$ cat src/hw/rtl/wsp_pkg.sv
// Wheel speed period tachometer: shared types, constants and widths.
// Used by the interfaces, the front queue, the back sequencer and the divider.
package wsp_pkg;

  // Moving-average window
  localparam int HIST_DEPTH = 4;
  localparam int SLOT_W = (HIST_DEPTH > 1) ? $clog2(HIST_DEPTH) : 1;
  localparam int FILL_W = $clog2(HIST_DEPTH + 1);
  localparam int SUM_W  = 16 + $clog2(HIST_DEPTH);

  // Field widths
  localparam int CAP_W  = 16;
  localparam int TIME_W = 32;
  localparam int RPM_W  = 16;
  localparam int FREQ_W = 20;
  localparam int PPR_W  = 8;
  localparam int TMO_W  = 16;

  // Configuration port
  localparam int CFG_IDX_W  = 2;
  localparam int CFG_DATA_W = FREQ_W;
  localparam logic [CFG_IDX_W-1:0] CFG_IDX_FREQ    = 2'd0;
  localparam logic [CFG_IDX_W-1:0] CFG_IDX_PPR     = 2'd1;
  localparam logic [CFG_IDX_W-1:0] CFG_IDX_TIMEOUT = 2'd2;
  localparam logic [FREQ_W-1:0] FREQ_RESET    = 20'd100000;
  localparam logic [PPR_W-1:0]  PPR_RESET     = 8'd60;
  localparam logic [TMO_W-1:0]  TIMEOUT_RESET = 16'd150;

  // Speed arithmetic: num = freq * 60, den = avg * ppr
  localparam int RPM_SCALE_W = 6;
  localparam logic [RPM_SCALE_W-1:0] RPM_SCALE = 6'd60;
  localparam int NUM_W = FREQ_W + RPM_SCALE_W;
  localparam int DEN_W = CAP_W + PPR_W;
  localparam int DIV_N = NUM_W + 1;
  localparam int DIV_D = DEN_W;
  localparam int DIV_CNT_W = $clog2(DIV_N);

  // Front queue
  localparam int QD = 2;
  localparam int QPTR_W = (QD > 1) ? $clog2(QD) : 1;
  localparam int QCNT_W = $clog2(QD + 1);

  typedef enum logic {
    ITEM_CAPTURE = 1'b0,
    ITEM_CHECK   = 1'b1
  } item_kind_t;

  typedef struct packed {
    item_kind_t          kind;
    logic [CAP_W-1:0]    cap;
    logic [TIME_W-1:0]   now;
  } q_item_t;

  typedef struct packed {
    logic [RPM_W-1:0] rpm;
    logic             rpm_updated;
    logic             timed_out;
    logic [CAP_W-1:0] average_period;
  } out_item_t;

  typedef struct packed {
    logic [FREQ_W-1:0] freq;
    logic [PPR_W-1:0]  ppr;
    logic [TMO_W-1:0]  timeout;
  } cfg_t;

  typedef struct packed {
    logic             start;
    logic [DIV_N-1:0] dividend;
    logic [DIV_D-1:0] divisor;
  } div_req_t;

  typedef struct packed {
    logic             done;
    logic [DIV_N-1:0] quotient;
  } div_rsp_t;

  typedef enum logic [2:0] {
    ST_IDLE,
    ST_MEAN_GO,
    ST_MEAN_WAIT,
    ST_RPM_GO,
    ST_RPM_WAIT,
    ST_EMIT
  } back_state_t;

endpackage

$ cat src/hw/rtl/wsp_if.sv
// Valid/ready channel interfaces for the tachometer input and result items.
// Depends on wsp_pkg for field widths.
interface wsp_in_if;
  logic                         valid;
  logic                         ready;
  logic                         op;
  logic [wsp_pkg::CAP_W-1:0]    capture_value;
  logic [wsp_pkg::TIME_W-1:0]   now_ms;
  modport source (output valid, op, capture_value, now_ms, input ready);
  modport sink   (input valid, op, capture_value, now_ms, output ready);
endinterface

interface wsp_out_if;
  logic                      valid;
  logic                      ready;
  logic [wsp_pkg::RPM_W-1:0] rpm;
  logic                      rpm_updated;
  logic                      timed_out;
  logic [wsp_pkg::CAP_W-1:0] average_period;
  modport source (output valid, rpm, rpm_updated, timed_out, average_period, input ready);
  modport sink   (input valid, rpm, rpm_updated, timed_out, average_period, output ready);
endinterface

$ cat src/hw/rtl/wsp_front.sv
// Front end: accepts input items, tags them capture or check, and queues them.
// Depends on wsp_pkg and wsp_in_if.
module wsp_front (
  input  logic              clk,
  input  logic              rst_n,
  wsp_in_if.sink            in_if,
  output logic              q_valid_o,
  input  logic              q_ready_i,
  output wsp_pkg::q_item_t  q_item_o
);

  wsp_pkg::q_item_t             entries_r [wsp_pkg::QD];
  logic [wsp_pkg::QPTR_W-1:0]   wr_ptr_r;
  logic [wsp_pkg::QPTR_W-1:0]   rd_ptr_r;
  logic [wsp_pkg::QCNT_W-1:0]   cnt_r;
  logic                         push;
  logic                         pop;
  wsp_pkg::q_item_t             in_item;

  assign in_if.ready = (cnt_r != wsp_pkg::QCNT_W'(wsp_pkg::QD));
  assign push        = in_if.valid && in_if.ready;
  assign q_valid_o   = (cnt_r != '0);
  assign pop         = q_valid_o && q_ready_i;
  assign q_item_o    = entries_r[rd_ptr_r];

  // Classify the item
  always_comb begin
    in_item.kind = in_if.op ? wsp_pkg::ITEM_CHECK : wsp_pkg::ITEM_CAPTURE;
    in_item.cap  = in_if.capture_value;
    in_item.now  = in_if.now_ms;
  end

  always_ff @(posedge clk) begin
    if (push) begin
      entries_r[wr_ptr_r] <= in_item;
    end
  end

  always_ff @(posedge clk) begin
    if (!rst_n) begin
      wr_ptr_r <= '0;
      rd_ptr_r <= '0;
      cnt_r    <= '0;
    end else begin
      if (push) begin
        wr_ptr_r <= (wr_ptr_r == wsp_pkg::QPTR_W'(wsp_pkg::QD - 1)) ? '0 : wr_ptr_r + 1'b1;
      end
      if (pop) begin
        rd_ptr_r <= (rd_ptr_r == wsp_pkg::QPTR_W'(wsp_pkg::QD - 1)) ? '0 : rd_ptr_r + 1'b1;
      end
      if (push && !pop) begin
        cnt_r <= cnt_r + 1'b1;
      end else if (pop && !push) begin
        cnt_r <= cnt_r - 1'b1;
      end
    end
  end

endmodule

$ cat src/hw/rtl/wsp_div.sv
// Restoring serial divider, one quotient bit per cycle.
// Shared by the window average and the speed computation; depends on wsp_pkg.
module wsp_div (
  input  logic               clk,
  input  logic               rst_n,
  input  wsp_pkg::div_req_t  req_i,
  output wsp_pkg::div_rsp_t  rsp_o
);

  logic [wsp_pkg::DIV_D-1:0]     rem_r;
  logic [wsp_pkg::DIV_N-1:0]     quo_r;
  logic [wsp_pkg::DIV_D-1:0]     dvs_r;
  logic [wsp_pkg::DIV_CNT_W-1:0] cnt_r;
  logic                          busy_r;
  logic                          done_r;
  logic [wsp_pkg::DIV_D:0]       shifted;
  logic [wsp_pkg::DIV_D:0]       diff;
  logic                          fits;

  assign shifted = {rem_r, quo_r[wsp_pkg::DIV_N-1]};
  assign diff    = shifted - {1'b0, dvs_r};
  assign fits    = (shifted >= {1'b0, dvs_r});

  assign rsp_o.done     = done_r;
  assign rsp_o.quotient = quo_r;

  always_ff @(posedge clk) begin
    if (req_i.start) begin
      rem_r <= '0;
      quo_r <= req_i.dividend;
      dvs_r <= req_i.divisor;
    end else if (busy_r) begin
      rem_r <= fits ? diff[wsp_pkg::DIV_D-1:0] : shifted[wsp_pkg::DIV_D-1:0];
      quo_r <= {quo_r[wsp_pkg::DIV_N-2:0], fits};
    end
  end

  always_ff @(posedge clk) begin
    if (!rst_n) begin
      busy_r <= 1'b0;
      done_r <= 1'b0;
      cnt_r  <= '0;
    end else begin
      done_r <= 1'b0;
      if (req_i.start) begin
        busy_r <= 1'b1;
        cnt_r  <= '0;
      end else if (busy_r) begin
        if (cnt_r == wsp_pkg::DIV_CNT_W'(wsp_pkg::DIV_N - 1)) begin
          busy_r <= 1'b0;
          done_r <= 1'b1;
        end else begin
          cnt_r <= cnt_r + 1'b1;
        end
      end
    end
  end

endmodule

$ cat src/hw/rtl/wsp_back.sv
// Back end: carries out queued items, keeps the period window and speed state,
// and holds the result register. Depends on wsp_pkg and wsp_div.
module wsp_back (
  input  logic                clk,
  input  logic                rst_n,
  input  wsp_pkg::cfg_t       cfg_i,
  input  logic                q_valid_i,
  output logic                q_ready_o,
  input  wsp_pkg::q_item_t    q_item_i,
  output logic                out_valid_o,
  input  logic                out_ready_i,
  output wsp_pkg::out_item_t  out_item_o
);

  wsp_pkg::back_state_t        state_r, state_nxt;

  logic [wsp_pkg::CAP_W-1:0]   window_r [wsp_pkg::HIST_DEPTH];
  logic [wsp_pkg::CAP_W-1:0]   ref_r;
  logic                        ref_valid_r;
  logic                        rearm_r;
  logic [wsp_pkg::SUM_W-1:0]   sum_r;
  logic [wsp_pkg::SLOT_W-1:0]  slot_r;
  logic [wsp_pkg::FILL_W-1:0]  fill_r;
  logic [wsp_pkg::CAP_W-1:0]   mean_r;
  logic                        fresh_r;
  logic [wsp_pkg::RPM_W-1:0]   speed_r;
  logic [wsp_pkg::TIME_W-1:0]  last_r;
  logic                        upd_r;
  logic                        tmo_r;
  logic [wsp_pkg::NUM_W-1:0]   num_r;
  logic [wsp_pkg::DEN_W-1:0]   den_r;
  logic                        out_valid_r;
  wsp_pkg::out_item_t          out_item_r;

  logic                        take;
  logic                        is_capture;
  logic [wsp_pkg::CAP_W-1:0]   period;
  logic                        win_full;
  logic [wsp_pkg::CAP_W-1:0]   old_period;
  logic [wsp_pkg::SUM_W-1:0]   sum_push;
  logic                        push_cond;
  logic [wsp_pkg::TIME_W-1:0]  elapsed;
  logic                        timeout_cond;
  logic                        out_free;
  logic                        emit_load;
  wsp_pkg::div_req_t           div_req;
  wsp_pkg::div_rsp_t           div_rsp;

  wsp_div u_div (
    .clk   (clk),
    .rst_n (rst_n),
    .req_i (div_req),
    .rsp_o (div_rsp)
  );

  // Item classification and window arithmetic
  assign is_capture   = (q_item_i.kind == wsp_pkg::ITEM_CAPTURE);
  assign period       = q_item_i.cap - ref_r;
  assign win_full     = (fill_r == wsp_pkg::FILL_W'(wsp_pkg::HIST_DEPTH));
  assign old_period   = win_full ? window_r[slot_r] : '0;
  assign sum_push     = sum_r - wsp_pkg::SUM_W'(old_period) + wsp_pkg::SUM_W'(period);
  assign push_cond    = !rearm_r && ref_valid_r && (period != '0);
  assign elapsed      = q_item_i.now - last_r;
  assign timeout_cond = (elapsed >= wsp_pkg::TIME_W'(cfg_i.timeout)) && (speed_r != '0);
  assign out_free     = !out_valid_r || out_ready_i;
  assign take         = q_valid_i && q_ready_o;

  // Next state
  always_comb begin
    state_nxt = state_r;
    case (state_r)
      wsp_pkg::ST_IDLE: begin
        if (q_valid_i) begin
          if (is_capture) begin
            state_nxt = push_cond ? wsp_pkg::ST_MEAN_GO : wsp_pkg::ST_EMIT;
          end else begin
            state_nxt = fresh_r ? wsp_pkg::ST_RPM_GO : wsp_pkg::ST_EMIT;
          end
        end
      end
      wsp_pkg::ST_MEAN_GO:   state_nxt = wsp_pkg::ST_MEAN_WAIT;
      wsp_pkg::ST_MEAN_WAIT: if (div_rsp.done) state_nxt = wsp_pkg::ST_EMIT;
      wsp_pkg::ST_RPM_GO: begin
        state_nxt = (den_r == '0) ? wsp_pkg::ST_EMIT : wsp_pkg::ST_RPM_WAIT;
      end
      wsp_pkg::ST_RPM_WAIT:  if (div_rsp.done) state_nxt = wsp_pkg::ST_EMIT;
      wsp_pkg::ST_EMIT:      if (out_free) state_nxt = wsp_pkg::ST_IDLE;
      default:               state_nxt = wsp_pkg::ST_IDLE;
    endcase
  end

  // Outputs of the sequencer
  always_comb begin
    q_ready_o        = 1'b0;
    emit_load        = 1'b0;
    div_req.start    = 1'b0;
    div_req.dividend = wsp_pkg::DIV_N'(num_r) + wsp_pkg::DIV_N'(den_r >> 1);
    div_req.divisor  = den_r;
    case (state_r)
      wsp_pkg::ST_IDLE: q_ready_o = 1'b1;
      wsp_pkg::ST_MEAN_GO: begin
        div_req.start    = 1'b1;
        div_req.dividend = wsp_pkg::DIV_N'(sum_r);
        div_req.divisor  = wsp_pkg::DIV_D'(fill_r);
      end
      wsp_pkg::ST_RPM_GO: div_req.start = (den_r != '0);
      wsp_pkg::ST_EMIT:   emit_load = out_free;
      default: begin
        q_ready_o = 1'b0;
      end
    endcase
  end

  always_ff @(posedge clk) begin
    if (!rst_n) begin
      state_r <= wsp_pkg::ST_IDLE;
    end else begin
      state_r <= state_nxt;
    end
  end

  // Window entries need no reset: each is written before the window reads it
  always_ff @(posedge clk) begin
    if (take && is_capture && push_cond) begin
      window_r[slot_r] <= period;
    end
  end

  // Operands and flags of the item at work
  always_ff @(posedge clk) begin
    if (take) begin
      num_r <= wsp_pkg::NUM_W'(cfg_i.freq) * wsp_pkg::NUM_W'(wsp_pkg::RPM_SCALE);
      den_r <= wsp_pkg::DEN_W'(mean_r) * wsp_pkg::DEN_W'(cfg_i.ppr);
      upd_r <= !is_capture && fresh_r;
      tmo_r <= !is_capture && !fresh_r && timeout_cond;
    end
    if (emit_load) begin
      out_item_r.rpm            <= speed_r;
      out_item_r.rpm_updated    <= upd_r;
      out_item_r.timed_out      <= tmo_r;
      out_item_r.average_period <= mean_r;
    end
  end

  always_ff @(posedge clk) begin
    if (!rst_n) begin
      ref_r       <= '0;
      ref_valid_r <= 1'b0;
      rearm_r     <= 1'b0;
      sum_r       <= '0;
      slot_r      <= '0;
      fill_r      <= '0;
      mean_r      <= '0;
      fresh_r     <= 1'b0;
      speed_r     <= '0;
      last_r      <= '0;
      out_valid_r <= 1'b0;
    end else begin
      if (take) begin
        if (is_capture) begin
          ref_r       <= q_item_i.cap;
          ref_valid_r <= 1'b1;
          if (rearm_r) begin
            // Rearm: restart the window from empty
            rearm_r <= 1'b0;
            sum_r   <= '0;
            slot_r  <= '0;
            fill_r  <= '0;
            mean_r  <= '0;
          end else if (push_cond) begin
            sum_r   <= sum_push;
            slot_r  <= (slot_r == wsp_pkg::SLOT_W'(wsp_pkg::HIST_DEPTH - 1)) ?
                       '0 : slot_r + 1'b1;
            if (!win_full) begin
              fill_r <= fill_r + 1'b1;
            end
            fresh_r <= 1'b1;
          end
        end else if (fresh_r) begin
          fresh_r <= 1'b0;
          last_r  <= q_item_i.now;
        end else if (timeout_cond) begin
          speed_r <= '0;
          rearm_r <= 1'b1;
        end
      end
      if (state_r == wsp_pkg::ST_MEAN_WAIT && div_rsp.done) begin
        mean_r <= div_rsp.quotient[wsp_pkg::CAP_W-1:0];
      end
      if (state_r == wsp_pkg::ST_RPM_GO && den_r == '0) begin
        speed_r <= '0;
      end
      if (state_r == wsp_pkg::ST_RPM_WAIT && div_rsp.done) begin
        // Saturate the quotient to the rpm width
        speed_r <= (|div_rsp.quotient[wsp_pkg::DIV_N-1:wsp_pkg::RPM_W]) ?
                   '1 : div_rsp.quotient[wsp_pkg::RPM_W-1:0];
      end
      if (emit_load) begin
        out_valid_r <= 1'b1;
      end else if (out_ready_i) begin
        out_valid_r <= 1'b0;
      end
    end
  end

  assign out_valid_o = out_valid_r;
  assign out_item_o  = out_item_r;

endmodule

$ cat src/hw/rtl/wheel_speed_period_tachometer_top.sv
// Wheel speed period tachometer, top level: configuration registers, front
// queue and back sequencer. Depends on wsp_pkg, wsp_if, wsp_front, wsp_back.
//
// Usage:
//   in_if  : valid/ready channel of items. op=0 carries a timer capture
//            (capture_value), op=1 a periodic speed check (now_ms).
//   out_if : valid/ready channel, exactly one result item per input item,
//            in input order: rpm, rpm_updated, timed_out, average_period.
//   cfg_*  : write port; cfg_index 0 = timer frequency, 1 = pulses per
//            rotation, 2 = zero timeout. Write only while the block is idle.
// Divider use: a capture that adds a period, and a check that recomputes rpm,
//   each pass through the 27-step serial divider (one quotient bit per
//   cycle). A recompute with a zero divisor (average times pulses) skips the
//   divider, as do all other items. Items are worked on one at a time.
// A two-entry queue sits in front of the sequencer, so up to two items are
//   taken while earlier work or a stalled result is pending; the result
//   register holds its item until out_if.ready, and the sequencer waits.
// Reset (rst_n low, synchronous): clear queue, window, speed and reference
//   state; reload the configuration defaults (100000 Hz, 60, 150 ms).
module wheel_speed_period_tachometer_top (
  input  logic                              clk,
  input  logic                              rst_n,
  wsp_in_if.sink                            in_if,
  wsp_out_if.source                         out_if,
  input  logic                              cfg_we,
  input  logic [wsp_pkg::CFG_IDX_W-1:0]     cfg_index,
  input  logic [wsp_pkg::CFG_DATA_W-1:0]    cfg_wdata
);

  wsp_pkg::cfg_t      cfg_r;
  logic               q_valid;
  logic               q_ready;
  wsp_pkg::q_item_t   q_item;
  wsp_pkg::out_item_t out_item;

  // Configuration registers; writes to unused indexes drop
  always_ff @(posedge clk) begin
    if (!rst_n) begin
      cfg_r.freq    <= wsp_pkg::FREQ_RESET;
      cfg_r.ppr     <= wsp_pkg::PPR_RESET;
      cfg_r.timeout <= wsp_pkg::TIMEOUT_RESET;
    end else if (cfg_we) begin
      case (cfg_index)
        wsp_pkg::CFG_IDX_FREQ:    cfg_r.freq    <= cfg_wdata[wsp_pkg::FREQ_W-1:0];
        wsp_pkg::CFG_IDX_PPR:     cfg_r.ppr     <= cfg_wdata[wsp_pkg::PPR_W-1:0];
        wsp_pkg::CFG_IDX_TIMEOUT: cfg_r.timeout <= cfg_wdata[wsp_pkg::TMO_W-1:0];
        default: begin
          cfg_r <= cfg_r;
        end
      endcase
    end
  end

  // Accept and queue items
  wsp_front u_front (
    .clk       (clk),
    .rst_n     (rst_n),
    .in_if     (in_if),
    .q_valid_o (q_valid),
    .q_ready_i (q_ready),
    .q_item_o  (q_item)
  );

  // Carry out items and hold the result
  wsp_back u_back (
    .clk         (clk),
    .rst_n       (rst_n),
    .cfg_i       (cfg_r),
    .q_valid_i   (q_valid),
    .q_ready_o   (q_ready),
    .q_item_i    (q_item),
    .out_valid_o (out_if.valid),
    .out_ready_i (out_if.ready),
    .out_item_o  (out_item)
  );

  assign out_if.rpm            = out_item.rpm;
  assign out_if.rpm_updated    = out_item.rpm_updated;
  assign out_if.timed_out      = out_item.timed_out;
  assign out_if.average_period = out_item.average_period;

endmodule

$ cat src/flat_wrapper.sv
// flat-port wrapper written by rule: the top's interface ports become plain ports
module wheel_speed_period_tachometer_top_flat 
  (clk, rst_n, cfg_we, cfg_index, cfg_wdata, in_if_valid, in_if_op, in_if_capture_value, in_if_now_ms, in_if_ready, out_if_valid, out_if_rpm, out_if_rpm_updated, out_if_timed_out, out_if_average_period, out_if_ready);
  wsp_in_if in_if_i ();
  wsp_out_if out_if_i ();
  input  logic clk;
  input  logic rst_n;
  input  logic cfg_we;
  input  logic [wsp_pkg::CFG_IDX_W-1:0] cfg_index;
  input  logic [wsp_pkg::CFG_DATA_W-1:0] cfg_wdata;
  input wire logic [$bits(in_if_i.valid)-1:0] in_if_valid;
  input wire logic [$bits(in_if_i.op)-1:0] in_if_op;
  input wire logic [$bits(in_if_i.capture_value)-1:0] in_if_capture_value;
  input wire logic [$bits(in_if_i.now_ms)-1:0] in_if_now_ms;
  output wire logic [$bits(in_if_i.ready)-1:0] in_if_ready;
  output wire logic [$bits(out_if_i.valid)-1:0] out_if_valid;
  output wire logic [$bits(out_if_i.rpm)-1:0] out_if_rpm;
  output wire logic [$bits(out_if_i.rpm_updated)-1:0] out_if_rpm_updated;
  output wire logic [$bits(out_if_i.timed_out)-1:0] out_if_timed_out;
  output wire logic [$bits(out_if_i.average_period)-1:0] out_if_average_period;
  input wire logic [$bits(out_if_i.ready)-1:0] out_if_ready;
  assign in_if_i.valid = in_if_valid;
  assign in_if_i.op = in_if_op;
  assign in_if_i.capture_value = in_if_capture_value;
  assign in_if_i.now_ms = in_if_now_ms;
  assign in_if_ready = in_if_i.ready;
  assign out_if_valid = out_if_i.valid;
  assign out_if_rpm = out_if_i.rpm;
  assign out_if_rpm_updated = out_if_i.rpm_updated;
  assign out_if_timed_out = out_if_i.timed_out;
  assign out_if_average_period = out_if_i.average_period;
  assign out_if_i.ready = out_if_ready;
  wheel_speed_period_tachometer_top u_core (.clk(clk), .rst_n(rst_n), .in_if(in_if_i), .out_if(out_if_i), .cfg_we(cfg_we), .cfg_index(cfg_index), .cfg_wdata(cfg_wdata));
endmodule
$ cat config.mk
export PLATFORM = sky130hd
export DESIGN_NAME = wheel_speed_period_tachometer_top_flat
export DESIGN_NICKNAME = d
export VERILOG_FILES = /design/src/hw/rtl/wsp_pkg.sv /design/src/hw/rtl/wsp_if.sv /design/src/hw/rtl/wsp_front.sv /design/src/hw/rtl/wsp_div.sv /design/src/hw/rtl/wsp_back.sv /design/src/hw/rtl/wheel_speed_period_tachometer_top.sv /design/src/flat_wrapper.sv
export SDC_FILE = /design/constraint.sdc
export NUM_CORES = 1
export LEC_CHECK = 0
export BUFFER_PORTS_ARGS = -buffer_cell sky130_fd_sc_hd__buf_2
export CAP_MARGIN = 20
export CORE_UTILIZATION = 57
export CTS_BUF_LIST = sky130_fd_sc_hd__clkbuf_8 sky130_fd_sc_hd__clkbuf_16
export CTS_CLUSTER_DIAMETER = 200
export DETAILED_ROUTE_END_ITERATION = 8
export GPL_TIMING_DRIVEN = 0
export PLACE_DENSITY = 0.76
export SLEW_MARGIN = 40
export SYNTH_ARGS = -nofsm -noshare
export SYNTH_HDL_FRONTEND = slang
export SYNTH_HIERARCHICAL = 1
export SYNTH_SLANG_ARGS = --single-unit
export TNS_END_PERCENT = 1
$ cat constraint.sdc
create_clock -name clk -period 5 [get_ports clk]
set_input_delay 0.5 -clock clk [delete_from_list [all_inputs] [get_ports clk]]
set_output_delay 0.5 -clock clk [all_outputs]
set_load 0.01 [all_outputs]
==> results of run 1 <==
==> how the worst min path moves through the flow <==
stage,startpoint,to,slack [ps],cells after the start
floorplan,u_core/u_back/tmo_r,u_core/u_back/out_item_o[16],400,0
global placement,u_core/u_back/upd_r,u_core/u_back/out_item_o[17],400,0
detailed placement,u_core/u_back/upd_r,u_core/u_back/out_item_o[17],410,0
CTS,in_if_now_ms[20],u_core/u_front/entries_r[0][20],40,1
global route,in_if_now_ms[15],u_core/u_front/entries_r[1][15],50,1
finish,in_if_capture_value[1],u_core/u_front/entries_r[1][33],70,1
==> routing by layer <==
| metal | wire length [um] | up-vias | global-route usage [%] |
|---|---|---|---|
| li1 | - | 10845 | - |
| met4 | 1960 | 2 | 8.07 |
| met2 | 36000 | 743 | 46.5 |
| met5 | 13 | - | 0 |
| met1 | 34200 | 11123 | 38.0 |
| met3 | 4590 | 134 | 3.67 |
==> power groups by stage <==
| stage | Clock, W | Combinational (W) | Sequential (W) |
|---|---|---|---|
| 3_5_place_dp | 0 | 0.00892 | 0.00583 |
| 6_report | 0.00384 | 0.00996 | 0.00577 |
| 4_1_cts | 0.00391 | 0.00953 | 0.00575 |
| 2_1_floorplan | 0 | 0.00685 | 0.00565 |
| 5_1_grt | 0.00405 | 0.0110 | 0.00582 |
| 3_3_place_gp | 0 | 0.00854 | 0.00585 |
==> cell families after synthesis <==
logic type | count (synthesis)
adders and majority gates | 346
muxes | 170
DFF | 489
xor gates and xnor gates | 114
and+or+nand+nor | 900
buffers and inverters | 423
AOI/OAI and AO/OA | 557
==> cell usage in the layout (no fill, tap or decap), types with 32 or more instances in the layout <==
master / netlist / layout
nand2_1: 308 / 307
edfxtp_1: 297 / 297
a21o_1: 40 / 40
dfxtp_1: 192 / 175
inv_1: 304 / 307
clkbuf_16: 0 / 53
fa_1: 141 / 139
nor2b_1: 33 / 32
clkbuf_1: 79 / 71
buf_4: 10 / 41
mux2i_1: 73 / 73
a21oi_1: 187 / 181
buf_2: 12 / 122
o21ai_0: 96 / 90
xnor2_1: 82 / 75
mux2_2: 80 / 76
nand3_1: 55 / 54
nor3_1: 45 / 45
ha_1: 205 / 191
nor2_1: 181 / 175
and2_1: 128 / 128
==> final cells by class <==
type | count | area share [%]
Tap cell | 688 | 2.45
Buffer | 118 | 1.92
Sequential cell | 489 | 36.5
Clock buffer | 59 | 3.98
Inverter | 305 | 3.27
Multi-Input combinational cell | 2087 | 48.2
Timing Repair Buffer | 153 | 2.77
Clock inverter | 35 | 0.845
==> state kept, by name, summed over array words and instances (netlist names), 16 cells and up, named ones only <==
name and count:
u_core/u_back/num_r 24, u_core/u_back/ref_r 16, u_core/u_back/last_r 32, u_core/u_back/mean_r 16, u_core/u_front/entries_r 98, u_core/u_back/u_div/quo_r 27, u_core/u_back/speed_r 16, u_core/u_back/den_r 24
u_core/u_back/u_div/dvs_r 24, u_core/u_back/sum_r 18, u_core/u_back/u_div/rem_r 24, u_core/u_back/out_item_o 34, u_core/cfg_r 44, u_core/u_back/window_r 64
==> repair_timing <==
action | CTS | global route
setup endpoints to repair | 100 | 34
pin swaps | 43 | 21
gates resized for setup | 106 | 22
setup buffers | 30 | 6
==> worst max-delay path, stage by stage, from the launching register on <==
cell,delay (ps)
dfxtp_4,380
buf_12,120
mux2_4,310
inv_2,70
ha_4,120
inv_2,30
fa_2,370
a211oi_4,240
nor2_1,100
o41a_1,460
buf_4,180
a221oi_4,300
xnor2_2,200
inv_2,100
fa_1,520
inv_1,50
ha_1,210
and2_1,180
o21ai_2,150
o21ai_2,90
o41ai_2,310
xnor2_1,190
or4b_4,490
o211ai_1,90
==> through the flow <==
step | worst slack [ps] | total power [W] | instances | util [%] | cell area [um2]
floorplan | -51.8 | 0.0125 | 2999 | - | 31000
global placement | -939 | 0.0144 | 3798 | 61.1 | 32400
detailed placement | -1020 | 0.0148 | 3804 | 61.4 | 32600
CTS | -215 | 0.0192 | 3928 | 65.8 | 34900
global route | -576 | 0.0208 | 3934 | 66.1 | 35100
finish | -384 | 0.0196 | 3934 | 66.1 | 35100
==> impl_metrics.csv, run 1 <==
group,metric,value,unit
status,violations,"negative setup slack",
synthesis,avgSynthCellArea,10.3,um2
cts,cts_made_buffers,50,
cts,clk_pin_slew,70,ps
cts,clockRootBuffer,"clkbuf_16",
timing,finalHoldViolations,0,
final_layout,drive_gt1_share,15.2,%
critical_path,rr_worst_depth,23,
floorplanning,io_pins,112,
drt,dr.pass1.iters,6,
critical_path,setup.worst_path.end_class,"register",
final_layout,fillerInstances,4006,
global_route,grt_pass1_vias,23258,
critical_path,startpoint_type,"register",
power_and_ir_drop,internal_power,0.0118,W
critical_path,cp-endpoint,"u_core/u_back/sum_r[17]",
synthesis,synth_top_area_cell,"edfxtp_1",
synthesis,synthTopCellsByArea,"edfxtp_1 (29%), dfxtp_1 (12%), fa_1 (9.1%)",
critical_path,r2r-end,"u_core/u_back/sum_r[17]",
synthesis,synthMuxAreaShare,6.50,%
cts,hold_buffers,0,
global_route,antenna_found_initial,2,
critical_path,ff2ff_setup_slack,-380,ps
drt,routed_via_density,5.81,
power_and_ir_drop,p_clk_share,19.6,%
power_and_ir_drop,pwr-share-comb,50.9,%
floorplanning,initial_core_util,58.2,%
floorplanning,fp.dieW,235,um
synthesis,synthAdderAreaFrac,17.4,%
placement,port_buffers,111,
synthesis,ys.flop_type,"edfxtp_1",
drt,remaining_drc_errors,0,
timing,holdWs,70.5,ps
timing,fin_tns_setup,-4970,ps
synthesis,ys_seq_area_share,41.3,%
critical_path,cp_max_fo,5,
critical_path,required,5510,ps
floorplanning,fp.coreArea,53100,um2
synthesis,synth_common_cells,"nand2_1 (308), inv_1 (304), edfxtp_1 (297)",
power_and_ir_drop,swShare,39.8,%
synthesis,yosysMostFrequentCell,"nand2_1",
synthesis,syn-cell-area,30900,um2
timing,worst_pin_slew,750,ps
power_and_ir_drop,p_switching,0.00779,W
floorplanning,die-area,55100,um2
global_route,overflow,0,
final_layout,seq_area,12800,um2
final_layout,antennaDiodeCount,0,
cts,cts_num_sinks,489,
synthesis,async_reset_ff_share,0,%
synthesis,synthXorXnorAreaFrac,3.23,%
power_and_ir_drop,leakage,14.2,nW
cts,cts_tree,"done",
drt,dr_total_vias,22847,
global_route,grt_pass1_wl,122000,um
synthesis,synth_nets,3421,
placement,place_hpwl,57100,um
timing,report.final.setup_viol,23,
flow_run,max_cap_viol_count,0,
cts,clock_latency,610,ps
timing,layout_setup_ws,-384,ps
timing,rsz0062_at_grt,"true",
final_layout,multi_input_area,16900,um2
power_and_ir_drop,pwr-share-seq,29.5,%
critical_path,worst-setup-path-type,"reg -> reg",
status,outcome,"finished with violations",
synthesis,synth_top_cell_area_share,28.9,%
drt,ant_nets,0,
cts,cts_max_level,2,
global_route,grt_max_degree,47,
final_layout,final_nets,3626,
floorplanning,die_h,235,um
worst_hold_path,hp-class,"in -> reg",
timing,min_period_over_period,108,%
timing,slew_viol_final,0,
drt,wl_per_cell,19.5,um
timing,min_period,5380,ps
synthesis,synth_compound_area_share,11.8,%
timing,skew,33.3,ps
synthesis,yosys.area_share.simple,14.2,%
timing,fmax,186,MHz
placement,place_congestion,0.971,
critical_path,crit_arrival,5900,ps
final_layout,syn_to_final_growth,13.6,%
synthesis,synth_edf_count,297,
synthesis,synth-seq-cells,489,
drt,drt_iter0_markers,1595,
drt,routed_wl,76800,um
synthesis,synth_top_family_by_area,"adder cells",
power_and_ir_drop,p_per_area,558,nW/um2
synthesis,synth_cell_types,90,
power_and_ir_drop,ir_drop,439,uV
cts,cts_buffer_depth,3,
timing,slew_headroom,49.9,%
floorplanning,rows,84,
synthesis,yosysWarnings,6,
global_route,grt_usage,27.8,%
synthesis,syn-instance-count,2999,
No activity file was read; power rests on OpenSTA's default activity.
==> inputs of run 2 (changes only) <==
- CORE_ASPECT_RATIO: default -> 1.75
==> run 2 against run 1 <==
  * The flow still finishes with violations (negative setup slack)
  * First-iteration DRC count is 25% lower
  * Wire length rose by 2.7%
  * Power shrank 0.70%
  * Via count fell by 0.15%
  * Clock power down 3%
  * Setup slack improved by 140 ps
  * Largest cell class unchanged
  * Fmax increased by 2.7%
  * Global-route usage up 1.4 points
  * Sequential power about the same
  * Utilization shrank 0.18 points
  * Highest routed layer is now met4
  * Critical path type unchanged
  * Register-to-register slack improved by 140 ps
==> impl_metrics.csv, run 2 (synthesis gave the netlist of run 1 again) <==
group,metric,value,unit
cts,clock_latency,600,ps
cts,cts_max_level,2,
timing,slew_headroom,50.2,%
power_and_ir_drop,leakage,14.2,nW
timing,worst_pin_slew,747,ps
drt,routed_wl,78900,um
drt,remaining_drc_errors,0,
final_layout,final_common_cell,"nand2_1",
placement,port_buffers,111,
cts,clockRootBuffer,"clkbuf_16",
global_route,antenna_found_initial,0,
drt,drt_iter0_markers,1196,
floorplanning,fp.coreArea,53400,um2
floorplanning,die_h,310,um
critical_path,cp_max_fo,9,
global_route,overflow,0,
cts,clk_pin_slew,60,ps
placement,dp_worst_setup_slack,-1130,ps
drt,dr.pass1.iters,6,
global_route,grt_max_degree,43,
timing,finalHoldViolations,0,
global_route,grt_pass1_vias,23454,
timing,rsz0062_at_grt,"true",
flow_run,max_cap_viol_count,0,
global_route,grt_usage,29.2,%
timing,min_period,5240,ps
final_layout,final_nets,3625,
power_and_ir_drop,p_total,0.0194,W
final_layout,final_cell_mix,"nand2_1 (307), inv_1 (302), edfxtp_1 (297)",
floorplanning,initial_core_util,57.9,%
final_layout,syn_to_final_growth,13.9,%
floorplanning,fp.dieW,178,um
critical_path,required,5520,ps
status,violations,"negative setup slack",
floorplanning,rows,112,
power_and_ir_drop,p_per_area,552,nW/um2
global_route,grt_pass1_wl,123000,um
final_layout,fin_util,65.9,%
final_layout,largest_reg_flops,98,
cts,cts_made_buffers,47,
cts,cts_buffer_depth,3,
final_layout,drive_gt1_share,15.8,%
floorplanning,io_pins,112,
timing,slew_viol_final,0,
timing,fmax,191,MHz
worst_hold_path,hp-class,"in -> reg",
timing,skew,22.9,ps
drt,routed_via_density,5.81,
placement,place_congestion,0.968,
placement,place_hpwl,61500,um
timing,report.final.setup_viol,5,
status,outcome,"finished with violations",
power_and_ir_drop,ir_drop,416,uV
final_layout,antennaDiodeCount,0,
cts,cts_tree,"done",
final_layout,top_register,"u_core/u_front/entries_r",
critical_path,crit_arrival,5760,ps
floorplanning,die-area,55200,um2
critical_path,startpoint_type,"register",
timing,min_period_over_period,105,%
critical_path,worst-setup-path-type,"reg -> reg",
cts,cts_num_sinks,489,
drt,dr_total_vias,22813,
final_layout,reg.largest.list,"u_core/u_front/entries_r x98, u_core/u_back/window_r x64, u_core/cfg_r x44",
drt,ant_nets,0,
timing,layout_setup_ws,-240,ps
critical_path,setup.worst_path.end_class,"register",
drt,wl_per_cell,20.1,um
## run 2: critical path: stages, from the launching register on
cell	delay [ps]
dfxtp_4	400
buf_12	130
buf_8	100
buf_12	120
mux2_2	350
ha_1	360
or2_1	250
o311a_1	130
o41a_1	160
or4_1	490
o211ai_1	170
inv_1	110
fa_1	510
inv_2	50
ha_4	230
and3_4	170
a21oi_2	130
o21ai_2	110
o21ai_4	170
o21ai_2	100
o41ai_2	250
xnor2_1	180
or4b_1	450
o211ai_1	80
## run 2: routing by layer
layer | vias up | share of wire (%) | wire [um] | GRT usage [%]
met5 | - | 0 | 0 | 0
met4 | 0 | 8.6 | 6790 | 22.4
met3 | 278 | 4.0 | 3190 | 3.47
met2 | 667 | 54 | 42600 | 55.3
met1 | 11016 | 33 | 26300 | 28.2
li1 | 10852 | - | - | -
## run 2: area by class of cell
| class | count | area [um2] |
|---|---|---|
| multi-input cells | 2087 | 17000 |
| plain buffers | 116 | 669 |
| flip-flops and latches | 489 | 12800 |
| fillers | 4059 | 18200 |
| inverters | 305 | 1150 |
| well taps | 684 | 856 |
| clock buffers | 53 | 1300 |
| clock inverters | 34 | 343 |
| repair buffers | 157 | 1040 |
## run 2: per-stage QoR
stage | hold slack, ps | cell area [um2] | cells | setup TNS (ps)
finish | 91.2 | 35200 | 3925 | -347
global route | 77.5 | 35200 | 3925 | -2860
CTS | 60.1 | 35100 | 3925 | -974
detailed placement | 411 | 32600 | 3800 | -30100
global placement | 408 | 32400 | 3794 | -116310
floorplan | 400 | 31000 | 2999 | -103
## run 2: what timing repair did
item	4_1_cts	5_1_grt
pin swaps	52	13
resized for setup	126	26
endpoints found under the setup margin	54	34
setup buffers	40	0
hold buffers	0	0
## run 2: final timing paths
path / from / endpoint / slack, ps / depth (start not counted)
worst max-delay path: register / u_core/u_back/sum_r[17] / -240 / 23
worst min-delay path: in_if_op / u_core/u_front/entries_r[0][48] / 90 / 1
worst max register to register: register / u_core/u_back/sum_r[17] / -240 / 23
worst min register to register: u_core/u_back/tmo_r / u_core/u_back/out_item_o[16] / 420 / 0
## run 2: power breakdown
group          switching (W)  leakage [nW]  internal [W]  total (W)
combinational        0.00579          9.09       0.00415    0.00994
clock                0.00160         0.810       0.00211    0.00371
sequential          0.000477          4.30       0.00530    0.00577
total                0.00787          14.2        0.0116     0.0194
